## src/wcsa_pkg.sv

```systemverilog
// Shared types and constants for the weighted chi-square accumulator.
// Used by the front queue, the back sequencer and the top level.
package wcsa_pkg;

    // Configuration register indexes.
    localparam int CFG_IDX_W = 2;
    localparam logic [CFG_IDX_W-1:0] CFG_GAIN = 2'd0;
    localparam logic [CFG_IDX_W-1:0] CFG_SAT  = 2'd1;

    // Width of the output count field.
    localparam int OUT_COUNT_W = 24;

    // One classified pixel, as it travels from the front to the back.
    typedef struct packed {
        logic        sat_zero;  // pixel above the saturation level, when that level is positive
        logic        use_gain;  // gain and pixel both positive
        logic [30:0] pix;       // pixel value, valid when use_gain is set
        logic [31:0] var_q;     // background variance
        logic [31:0] mag;       // magnitude of pixel minus model
        logic        last;      // last pixel of the region
    } t_item;

endpackage

```

## src/wcsa_front.sv

```systemverilog
// Front part: classifies incoming pixels and holds them in a two-entry queue.
// Depends on wcsa_pkg for the item type.
module wcsa_front
    import wcsa_pkg::*;
(
    input  logic               i_clk,
    input  logic               i_rst_n,
    input  logic               i_push,
    output logic               o_full,
    input  logic signed [31:0] i_pixel_value,
    input  logic signed [31:0] i_model_value,
    input  logic [31:0]        i_background_variance,
    input  logic               i_region_end,
    input  logic [31:0]        i_gain,
    input  logic signed [31:0] i_sat,
    output logic               o_valid,
    output t_item              o_item,
    input  logic               i_deq
);

    t_item            r_ent [2];
    logic             r_wp, r_rp;
    logic [1:0]       r_cnt;
    t_item            w_new;
    logic signed [32:0] w_diff;
    logic             w_push;

    // Classify the incoming pixel.
    always_comb begin
        w_diff         = 33'(i_pixel_value) - 33'(i_model_value);
        w_new.sat_zero = (i_sat > 0) && (i_pixel_value > i_sat);
        w_new.use_gain = (i_gain != 32'd0) && (i_pixel_value > 0);
        w_new.pix      = i_pixel_value[30:0];
        w_new.var_q    = i_background_variance;
        w_new.mag      = w_diff[32] ? 32'(-w_diff) : w_diff[31:0];
        w_new.last     = i_region_end;
    end

    assign o_full  = (r_cnt == 2'd2);
    assign w_push  = i_push && !o_full;
    assign o_valid = (r_cnt != 2'd0);
    assign o_item  = r_ent[r_rp];

    // Queue storage.
    always_ff @(posedge i_clk) begin
        if (w_push) begin
            r_ent[r_wp] <= w_new;
        end
    end

    // Queue pointers and fill count.
    always_ff @(posedge i_clk) begin
        if (!i_rst_n) begin
            r_wp  <= 1'b0;
            r_rp  <= 1'b0;
            r_cnt <= 2'd0;
        end else begin
            if (w_push) begin
                r_wp <= !r_wp;
            end
            if (i_deq) begin
                r_rp <= !r_rp;
            end
            r_cnt <= r_cnt + 2'(w_push) - 2'(i_deq);
        end
    end

endmodule

```

## config.mk

```make
export PLATFORM = sky130hd
export DESIGN_NAME = wcsa_front
export DESIGN_NICKNAME = d
export VERILOG_FILES = /design/src/wcsa_pkg.sv /design/src/wcsa_front.sv
export SDC_FILE = /design/constraint.sdc
export NUM_CORES = 1
export LEC_CHECK = 0
export CORE_ASPECT_RATIO = 0.8
export CORE_MARGIN = 3
export CORE_UTILIZATION = 40
export CTS_CLUSTER_SIZE = 28
export DETAILED_ROUTE_END_ITERATION = 6
export DONT_BUFFER_PORTS = 1
export PLACE_DENSITY = 0.57
export SYNTH_ARGS = -nofsm -noshare
export SYNTH_HDL_FRONTEND = slang
export SYNTH_SLANG_ARGS = --single-unit
```

## constraint.sdc

```tcl
create_clock -name i_clk -period 6.27 [get_ports i_clk]
set_clock_uncertainty 0.1 [all_clocks]
set_input_delay 1.881 -clock i_clk [delete_from_list [all_inputs] [get_ports i_clk]]
set_output_delay 1.881 -clock i_clk [all_outputs]
set_load 0.05 [all_outputs]
```

# After elaboration in Yosys (flattened, before gate mapping)
# Memory sizes are Yosys's and may differ from the RTL's. A register that Yosys moved wholly into a read port is not among the register bits.
# Cells that the tools add are included.
[totals] register_bits=4 latch_bits=0 mem_bits_rw=196 romBits=0 in_bits=165 out_inout_bits=100 word_cells=25 n_memories=1
[op_classes] addsub=4 multipliers=0 div=0 n_lt_le_gt_ge=3 eq_ne=1 shifts=0 n_mux=5 n_bitwise=0 n_reduce_logical=8
[mem_list] name="r_ent" depth=2 word_bits=98 read_ports=1 rd_ports_with_merged_regs=1 wr=1 line_no="wcsa_front.sv:21" source="t_item r_ent [2];"
[op_table] operator="32-bit by 1-bit > comparator with 1-bit output (second input constant)" count=2
[op_table] operator="32-bit by 32-bit subtractor with 33-bit output" count=1
[op_table] operator="32-bit > comparator" count=1
[op_table] operator="32-bit two-way mux" count=1
[op_table] operator="32-bit negation" count=1
[op_table] operator="32-bit nonzero test" count=1
[op_table] operator="1-bit two-way mux" count=4
[op_table] operator="1-bit logical AND" count=3
[op_table] operator="1-bit logical NOT" count=3
[op_table] operator="2-bit by 1-bit adder with 2-bit output" count=1
[op_table] operator="2-bit equality test (second input constant)" count=1
[op_table] operator="2-bit nonzero test" count=1
[op_table] operator="2-bit by 1-bit subtractor with 2-bit output" count=1

# Logic depth before layout (Yosys ltp)
# Gate-level depths: netlist of run 1.
[depth] ltp_word=5 ltp_mapped=14 depth_no_buf=13

# Worst setup path before layout of run 1
# OpenSTA, ideal clock, no wires.
[synth_timing] kind="in2reg" startpoint="input port i_push" endpoint="memory r_ent[0][0] in the netlist's numbering (enable)" setup_time_ps=557 t_arrival_ps=6062 required_time_ps=5613 slack_ps=-449 path_stages=2 path_buffers=0 cell_sequence="nand2_1 nor2_1"
[synth_between] elab_chain_len=3
[synth_lines] item="start, declared" line_no="wcsa_front.sv:8" source="input logic i_push,"
[synth_lines] item="1-bit logical AND" line_no="wcsa_front.sv:40" source="assign w_push = i_push && !o_full;"
[synth_lines] item="1-bit two-way mux" line_no="wcsa_front.sv:46" source="if (w_push) begin"
[synth_lines] item="1-bit two-way mux (not written as such)" line_no="wcsa_front.sv:47" source="r_ent[r_wp] <= w_new;"
[synth_lines] item="end, declared" line_no="wcsa_front.sv:21"
# Every way passes these cells.

==> metrics.txt, run 1 <==
Die W 192.9 um; total CTS buffers 22; crit end category flop; Max Cap Viol 0; measured slew at the worst slew-check pin 1.021 ns; synth top area cells edfxtp_1, mux2_2, ha_1, inv_1, a21oi_1; worst r2r src r_cnt[0]$_SDFF_PN0_; Port Buffers 0; RePlAce Congestion 0.8696; syn nets 1155; Worst R2R End r_ent[1][28]$_DFFE_PP_; # DRC 0; Async S/R FF share, synth 0%; vias 7198; Core Footprint 27360 um2; leakage power 4.557 nW; setup bufs post-CTS 0; largest area contributor in the synthesized netlist edfxtp_1; unrepaired setup endpoints after global routing no; clock-pin slew of the registers on the worst-case setup and hold paths 0.06 ns; slew margin rel. 31.93%; Pwr Total 0.004380 W; pin count of the biggest net entering global routing 67; GRT Residual Overflow 0; register area share after synthesis 53.56%; fin crit share 78.93%; Post-Syn Area per Cell 12.12 um2; final-report setup violation count 0; violation count after the first detailed-route iteration 341; Setup TNS 0 ns; P_sw 0.001535 W; number of global-route vias before repair 7316; switch share 35.04%; maximum clock path buffer count 3; flops & latches, synth 201; final worst path period need 4.949 ns; crit path launch i_pixel_value[0]; I/O pin cnt 265; die area 29990 um2; Antenna diodes 0; Crit path arrival time 5.09 ns; clock sink total 201; drt first pass iters 4; Yosys cell types 64; initial antenna violation count 0; Hold Buf Count CTS 0; Min-Delay Startpoint r_rp$_SDFFE_PN0P_; Area Overhead vs Synth 10.27%; EDFF count, synth 196; VDD IR max 0.2679 mV; ys flop type edfxtp_1; Starting Density 40.84%; CP max FO 4; nets@finish 1160; post-synth top area share 52.66%; Post-DRT Antenna Nets 0; setup ws final 1.321 ns; status finished, final reports clean; Syn Inst Count 922; Via density 5.507; Clock Latency Late Sink 0.51 ns; R2R setup slack 3.85 ns; Crit path required time 6.41 ns; Slew Limit Fails 0; Clock Power Share 29.3%; post-CTS sizing 0; worst slack at placement 0.8783 ns; Hold Path Class flop to flop; Startpoint Class input port; hpwl dp 20980 um; Final Hold Viols 0; YS warnings 0; Seq pwr share 41.1%; routed wire length 27510 um; CTS root buffer clkbuf_16; first-pass GRT wire length 42280 um; PD cells 355.5 nW/um2; Die Y 155.5 um; CP Class input port to flop; mapped cell area 11180 um2; total track usage 18.11%; H-Tree Level Count 1; share of layout cells above drive strength 1 16.54%; maximum clock frequency 0.2021 GHz; Routed WL per cell 21.05 um; hold path depth 2; row count 54; P_int 0.002846 W; CTS tree done; Combinational Power Share 29.5%; R2R cell count 3; Util after Layout 45.03%
==> cells in the final DEF (no fill, tap or decap), types with 8 or more instances in the layout <==
cell type / n
a21o_1: 19
inv_1: 78
buf_4: 8
o211ai_1: 8
a211oi_1: 8
edfxtp_1: 196
nor4_1: 31
xor2_1: 23
a21oi_1: 52
a31oi_1: 11
nand2_1: 39
o21a_1: 8
clkbuf_16: 22
ha_1: 67
and2_1: 11
mux2_2: 99
nor2_1: 48
nor3_1: 16
xnor2_1: 28
o21ai_0: 31
nand4_1: 22
==> through the flow <==
step | hold slack (ns) | cells | instance area [um2]
floorplan | 0.4546 | 922 | 11180
global placement | 0.4617 | 1267 | 11610
detailed placement | 0.4695 | 1267 | 11610
CTS | 0.4800 | 1307 | 12320
global route | 0.4942 | 1307 | 12320
finish | 0.4747 | 1307 | 12320
==> flip-flops by register name (all words and copies together) (netlist names), named ones only <==
name and flops:
r_ent 196, r_wp 1, r_rp 1, r_cnt 2
==> power groups by stage <==
| stage | clock (W) | sequential [W] | combinational [W] |
|---|---|---|---|
| finish | 0.00129 | 0.00180 | 0.00129 |
| global route | 0.00138 | 0.00182 | 0.00139 |
| CTS | 0.00132 | 0.00180 | 0.00131 |
| detailed placement | 0 | 0.00183 | 0.00131 |
| global placement | 0 | 0.00182 | 0.00130 |
| floorplan | 0 | 0.00182 | 0.00111 |
==> cell families (layout without fill, tap and decap cells) <==
family          Yosys count  in the layout  synth area share [%]
flops                   201            201                 53.56
fa+ha+maj                68             68                 7.680
buf+inv                 105            126                 3.571
simple gates            218            218                 10.45
compound gates          180            180                 10.77
xor+xnor                 51             51                 3.997
mux                      99             99                 9.975
==> final cells by class <==
cell class                      instances  area, um2
Fill cell                            2540      15040
Inverter                               78      292.8
Multi-Input combinational cell        616       4810
Clock inverter                         11      138.9
Timing Repair Buffer                    8      60.06
Sequential cell                       201       5989
Tap cell                              364      455.4
Clock buffer                           29      576.8
==> Yosys cell counts (16+ instances only) <==
master,number
xnor2_1,28
nor3_1,16
o21ai_0,31
nor4_1,31
clkbuf_1,21
a21oi_1,52
a21o_1,19
edfxtp_1,196
xor2_1,23
nand2_1,39
nand4_1,22
mux2_2,99
nor2_1,49
inv_1,78
ha_1,67
==> critical path, stage by stage <==
cell      delay [ns]
inv_1           0.05
ha_1            0.21
inv_1           0.07
fa_1            0.19
nand3_1         0.16
a211oi_1        0.53
o211ai_1        0.23
nand2_1         0.16
xor2_1          0.12
or4_4           0.58
nor4_2          0.54
a31oi_1         0.17
xor2_1          0.18
==> worst max-delay path by stage <==
stage	end	cells after the start	slack, ns
4_1_cts	r_ent[0][29]$_DFFE_PP_	13	1.41
6_report	r_ent[0][29]$_DFFE_PP_	13	1.32
3_3_place_gp	r_ent[0][29]$_DFFE_PP_	13	0.98
5_1_grt	r_ent[0][31]$_DFFE_PP_	13	1.16
2_1_floorplan	r_ent[0][0]$_DFFE_PP_	2	1.21
3_5_place_dp	r_ent[0][29]$_DFFE_PP_	13	0.88
==> routing by layer <==
| layer | track usage [%] | vias to the layer above | share of wire (%) |
|---|---|---|---|
| li1 | - | 3514 | - |
| met1 | 25.19 | 3415 | 46 |
| met2 | 28.64 | 237 | 44 |
| met3 | 5.317 | 32 | 8.9 |
| met4 | 3.086 | 0 | 1.5 |
| met5 | 0 | - | 0 |
Note: power is estimated with default switching activity, not from simulation.
==> inputs of run 2 (changes only) <==
Settings changed: ABC_AREA set to 1.
Clock period 6.27 ns to 4.4 ns, I/O delays scaled along.
==> metrics.txt, run 2 <==
status finished, final reports clean; Post-synth top cells nand2_1, inv_1, edfxtp_1; CTS tree done; Via density 4.918 (-11%); final-report setup violation count 0 (unchanged); leakage power 5.831 nW (+28%); register area share after synthesis 49.85% (-3.7 points); maximum clock frequency 0.2733 GHz; Antenna diodes 0 (unchanged); Final Hold Viols 0 (unchanged); setup ws final 0.7406 ns (-0.5805 ns); first-pass GRT wire length 45810 um (+8.4%); CP peak stage delay 0.43 ns (-0.15 ns); final worst path period need 3.659 ns; CTS root buffer clkbuf_16; PD cells 440.8 nW/um2 (+24%); die area 32150 um2 (+7.2%); cell count after placement 1638 (+29%); EDFF count, synth 196 (unchanged); Pwr Total 0.005814 W (+33%); Post-Syn Area per Cell 9.492 um2 (-22%); measured slew at the worst slew-check pin 0.9613 ns (-0.05975 ns); complex-gate fraction of the synthesized area 2.511% (-8.3 points); WP buf/inv 3 (+1); mapped cell area 12010 um2 (+7.4%); Fill cells 2882 (+13%); total track usage 18.22% (+0.11 points); CP max FO 6 (+2); Placed Instance Area 12520 um2 (+7.9%); main combinational cell family by area after synthesis simple AND/OR/NAND/NOR gates; simple-gate share of the synthesized area 20.32% (+9.9 points); Die Y 161.0 um (+3.5%); total CTS buffers 22 (unchanged); maximum clock path buffer count 3 (unchanged); Async S/R FF share, synth 0% (unchanged); Adder-Cell Fraction of Synth Area 7.148% (-0.53 points); # DRC 0 (unchanged); Startpoint Class input port; YS warnings 0 (unchanged); syn nets 1498 (+30%); Die W 199.7 um (+3.5%); cell area after layout 13190 um2 (+7.0%); flops & latches, synth 201 (unchanged); top-count cell post-synth nand2_1; Syn Inst Count 1265 (+37%); unrepaired setup endpoints after global routing no; pin count of the biggest net entering global routing 59 (-12%); largest register by flop count r_ent; GRT Residual Overflow 0 (unchanged); H-Tree Level Count 1 (unchanged); post-synth top area share 49.02% (-3.6 points); hpwl dp 22910 um (+9.2%); fraction of synthesized cell area in xor and xnor cells 2.813% (-1.2 points); Crit path required time 4.57 ns (-1.84 ns); Setup TNS 0 ns (unchanged); post-CTS sizing 0 (unchanged); commonest cells after routing, fill and taps aside nand2_1, inv_1, edfxtp_1; worst slack at placement 0.1985 ns (-0.6798 ns); Max Cap Viol 0 (unchanged); Hold Path Class flop to flop; crit end category flop; row count 56 (+3.7%); ys flop type edfxtp_1; Clock Latency Late Sink 0.52 ns (about the same); Port Buffers 0 (unchanged); commonest non-fill, non-tap cell in the layout nand2_1; synth top area cells edfxtp_1, nand2_1, mux2_2, inv_1, ha_1; clock sink total 201 (unchanged); Starting Density 40.80% (about the same); largest registers r_ent: 196 flops, r_cnt: 2 flops; slew margin rel. 35.32% (+3.4 points); VDD IR max 0.2828 mV (+5.5%); nets@finish 1518 (+31%); multiplexer share of the synthesized area 9.190% (-0.78 points); routed wire length 29400 um (+6.9%); Post-DRT Antenna Nets 0 (unchanged); Crit path arrival time 3.83 ns (-1.26 ns); Yosys cell types 43 (-33%); violation count after the first detailed-route iteration 554 (+62%); Core Footprint 29430 um2 (+7.5%); Area Overhead vs Synth 9.836%; initial antenna violation count 0 (unchanged); share of layout cells above drive strength 1 14.08% (-2.5 points); Critical-path top delay cell fa_1; Slew Limit Fails 0 (unchanged); setup bufs post-CTS 0 (unchanged); largest area contributor in the synthesized netlist edfxtp_1; vias 8247 (+15%); fin crit share 83.17%; number of flip-flops in the largest register 196 (unchanged); clock-pin slew of the registers on the worst-case setup and hold paths 0.06 ns (about the same); Routed WL per cell 17.53 um (-17%); CP Class input port to flop; Hold Buf Count CTS 0 (unchanged); crit-path cells inv_1, ha_1, inv_1, fa_1, nand3_1, nand3_1, xnor2_2, nand3_1, nor2_2, nand2_1, nor2_2, nand2_2, nor2_4, nand2_1, nand2_1, xor2_1, inv_1; drt first pass iters 7 (+3); critical path's top delay family simple AND/OR/NAND/NOR gates; I/O pin cnt 265 (unchanged); RePlAce Congestion 0.8875 (+2.1%); non-filler cells, final 1677 (+28%); number of global-route vias before repair 8254 (+13%)
==> run 2: changes by cell type in the layout (fill, tap and decap cells not counted), moves of 11 or more <==
| cell | before | now |
|---|---|---|
| nand2_1 | 39 | 335 |
| inv_1 | 78 | 242 |
| nand3_1 | 7 | 48 |
| nor2_1 | 48 | 72 |
| o21ai_0 | 31 | 10 |
| a21o_1 | 19 | 0 |
| a21oi_1 | 52 | 34 |
| xnor2_1 | 28 | 10 |
| a31oi_1 | 11 | 0 |
| nand2_2 | 0 | 11 |
| nor3_1 | 16 | 5 |
==> run 2: power breakdown <==
part | switching (W) | total [W] | internal, W
Combinational | 0.00122 | 0.00163 | 0.000410
Clock | 0.000745 | 0.00172 | 0.000979
Sequential | 0.0000515 | 0.00246 | 0.00241
Total | 0.00202 | 0.00581 | 0.00380
==> run 2: metal layers <==
metal	track usage (%)	vias to the layer above	part of all wire, %
met1	25.67	3772	47
met4	3.266	0	1.6
met5	0	-	0
met3	5.026	33	8.0
li1	-	4204	-
met2	28.61	238	43
==> run 2: cell type report <==
cell class | instances | area [um2] | share of cell area (%)
Clock buffer | 27 | 569.3 | 4.316
Clock inverter | 12 | 95.09 | 0.7210
Tap cell | 377 | 471.7 | 3.577
Inverter | 245 | 919.6 | 6.973
Timing Repair Buffer | 10 | 87.58 | 0.6641
Sequential cell | 201 | 5989 | 45.41
Multi-Input combinational cell | 805 | 5056 | 38.34
==> run 2: stage by stage <==
stage / hold slack (ns) / util (%)
after global routing: 0.4482 / 44.82
final: 0.3945 / 44.82
after detailed placement: 0.3873 / 42.56
after CTS: 0.4020 / 44.82
after floorplan: 0.3635 / -
after global placement: 0.3719 / 42.56
==> run 2: worst register-to-register path: stages, from the launching register on <==
cell     delay, ns
dfxtp_1       0.36
inv_1         0.06
o21ai_0       0.73
ha_1          0.38
inv_1         0.05
ha_1          0.14
xor2_1        0.17
o21ai_0       0.10
a21oi_1       0.11
==> run 2: cells by family (layout without fill, tap and decap cells) <==
kind of cell	count (synthesis)	count (layout)
xor gates and xnor gates	33	33
AOI/OAI and AO/OA	54	54
DFF	201	201
buffers and inverters	259	294
and+or+nand+nor	552	552
adders and majority gates	68	68
muxes	98	98
==> run 2: final timing paths <==
kind / from / end / slack, ns / depth (start not counted)
worst min-delay path: r_rp$_SDFFE_PN0P_ / r_rp$_SDFFE_PN0P_ / 0.39 / 2
worst min register to register: r_rp$_SDFFE_PN0P_ / r_rp$_SDFFE_PN0P_ / 0.39 / 2
worst max register to register: r_cnt[1]$_SDFF_PN0_ / r_cnt[1]$_SDFF_PN0_ / 2.14 / 8
worst max-delay path: i_pixel_value[0] / r_ent[1][22]$_DFFE_PP_ / 0.74 / 17
==> inputs of run 3 (changes only) <==
Settings changed: PLACE_DENSITY 0.57 to 0.55.
Clock period 4.4 ns to 3.4 ns, I/O delays scaled along.
==> metrics.txt, run 3 (synthesis gave the netlist of run 2 again) <==
clock sink total 201 (unchanged); unrepaired setup endpoints after global routing no; slew margin rel. 32.56% (-2.8 points); Util after Layout 47.39% (+2.6 points); number of global-route vias before repair 8414 (+1.9%); Crit path required time 3.58 ns (-0.99 ns); measured slew at the worst slew-check pin 1.001 ns (+0.03970 ns); Die W 199.7 um (unchanged); Crit path arrival time 3.34 ns (-0.49 ns); clock-pin slew of the registers on the worst-case setup and hold paths 0.06 ns (about the same); commonest non-fill, non-tap cell in the layout nand2_1; # DRC 0 (unchanged); violation count after the first detailed-route iteration 440 (-21%); PD cells 549.4 nW/um2 (+25%); final hold slack 0.3987 ns (+0.004129 ns); GRT Residual Overflow 0 (unchanged); CTS root buffer clkbuf_16; cell count after placement 1733 (+5.8%); first-pass GRT wire length 46250 um (+0.96%); leakage power 6.304 nW (+8.1%); commonest cells after routing, fill and taps aside nand2_1, inv_1, edfxtp_1; hpwl dp 23550 um (+2.8%); Die Y 161.0 um (unchanged); initial antenna violation count 0 (unchanged); fin crit share 93.19%; Via density 4.826 (-1.9%); pin count of the biggest net entering global routing 43 (-27%); VDD IR max 0.3555 mV (+26%); maximum clock path buffer count 3 (unchanged); RePlAce Congestion 0.8521 (-4.0%); maximum clock frequency 0.3156 GHz; Antenna diodes 0 (unchanged); routed wire length 29760 um (+1.2%); Storage cell area 5989 um2 (unchanged); largest registers r_ent: 196 flops, r_cnt: 2 flops; Starting Density 40.80% (unchanged); CTS tree done; Final Hold Viols 0 (unchanged); die area 32150 um2 (unchanged); non-filler cells, final 1773 (+5.7%); Slew Limit Fails 0 (unchanged); row count 56 (unchanged); status finished, final reports clean; CP Class input port to flop; vias 8556 (+3.7%); Max Cap Viol 0 (unchanged); H-Tree Level Count 1 (unchanged); setup ws final 0.2316 ns (-0.5090 ns); largest register by flop count r_ent; Placed Instance Area 13300 um2 (+6.2%); drt first pass iters 4 (-3); I/O pin cnt 265 (unchanged); Hold Path Class flop to flop; Port Buffers 0 (unchanged); Fill cells 2852 (-1.0%); Clock Latency Late Sink 0.52 ns (about the same); worst slack at placement -0.3139 ns (-0.5124 ns); Routed WL per cell 16.78 um (-4.3%); crit end category flop; Core Footprint 29430 um2 (unchanged); total CTS buffers 22 (unchanged); number of flip-flops in the largest register 196 (unchanged); final-report setup violation count 0 (unchanged); nets@finish 1613 (+6.3%); total track usage 18.18% (-0.040 points); cell area after layout 13950 um2 (+5.7%); setup bufs post-CTS 0 (unchanged); final worst path period need 3.168 ns; share of layout cells above drive strength 1 20.13% (+6.1 points); CP max FO 5 (-1); Post-DRT Antenna Nets 0 (unchanged); Startpoint Class input port; Area Overhead vs Synth 16.15%; area of the multi-input gates 5074 um2 (+0.35%)
run 3: cell type report:
cell class | count | area share, %
Tap cell | 377 | 3.382
Inverter | 245 | 6.594
Clock buffer | 29 | 4.136
Clock inverter | 11 | 0.4665
Multi-Input combinational cell | 805 | 36.38
Timing Repair Buffer | 105 | 6.100
Sequential cell | 201 | 42.94
run 3: critical path, stage by stage:
cell and delay (ns):
inv_1 0.04, ha_1 0.18, inv_1 0.09, fa_2 0.46, inv_1 0.08, ha_1 0.14, inv_1 0.06, nor2_2 0.13
nand3_1 0.11, nor2_1 0.15, nand3_1 0.11, nor2_2 0.13, nand3_2 0.13, nor2_4 0.20, nand2_1 0.10, nand2_1 0.07
nand2_1 0.05, nand2_1 0.05, inv_1 0.05
run 3: worst paths after layout:
check,startpoint,end,slack (ns),cells past startpoint
max reg2reg,r_cnt[1]$_SDFF_PN0_,r_cnt[1]$_SDFF_PN0_,1.07,8
min,r_rp$_SDFFE_PN0P_,r_rp$_SDFFE_PN0P_,0.40,2
max,i_pixel_value[0],r_ent[0][23]$_DFFE_PP_,0.23,19
min reg2reg,r_rp$_SDFFE_PN0P_,r_rp$_SDFFE_PN0P_,0.40,2
run 3: power by group:
group | internal (W) | leakage, nW | switching [W]
clock | 0.00120 | 0.308 | 0.000942
sequential | 0.00311 | 1.87 | 0.0000667
combinational | 0.000720 | 4.13 | 0.00162
total | 0.00503 | 6.30 | 0.00263
run 3: timing repair:
| item | CTS | global route |
|---|---|---|
| hold buffers | 0 | 0 |
| endpoints found under the setup margin | 0 | 3 |
| gates resized for setup | 0 | 3 |
run 3: metal layers:
layer | wire length [um] | GRT usage (%) | vias to the layer above
met5 | 0 | 0 | -
met4 | 558 | 3.773 | 0
met3 | 2078 | 4.567 | 36
met2 | 12740 | 27.77 | 217
met1 | 14380 | 26.37 | 3901
li1 | - | - | 4402
run 3: stage by stage:
step           TNS [ns]  total power, W
6_report              0        0.007663
5_1_grt               0        0.008086
4_1_cts               0        0.007775
3_5_place_dp     -10.79        0.005591
3_3_place_gp     -8.485        0.005562
2_1_floorplan   -184.38        0.004990
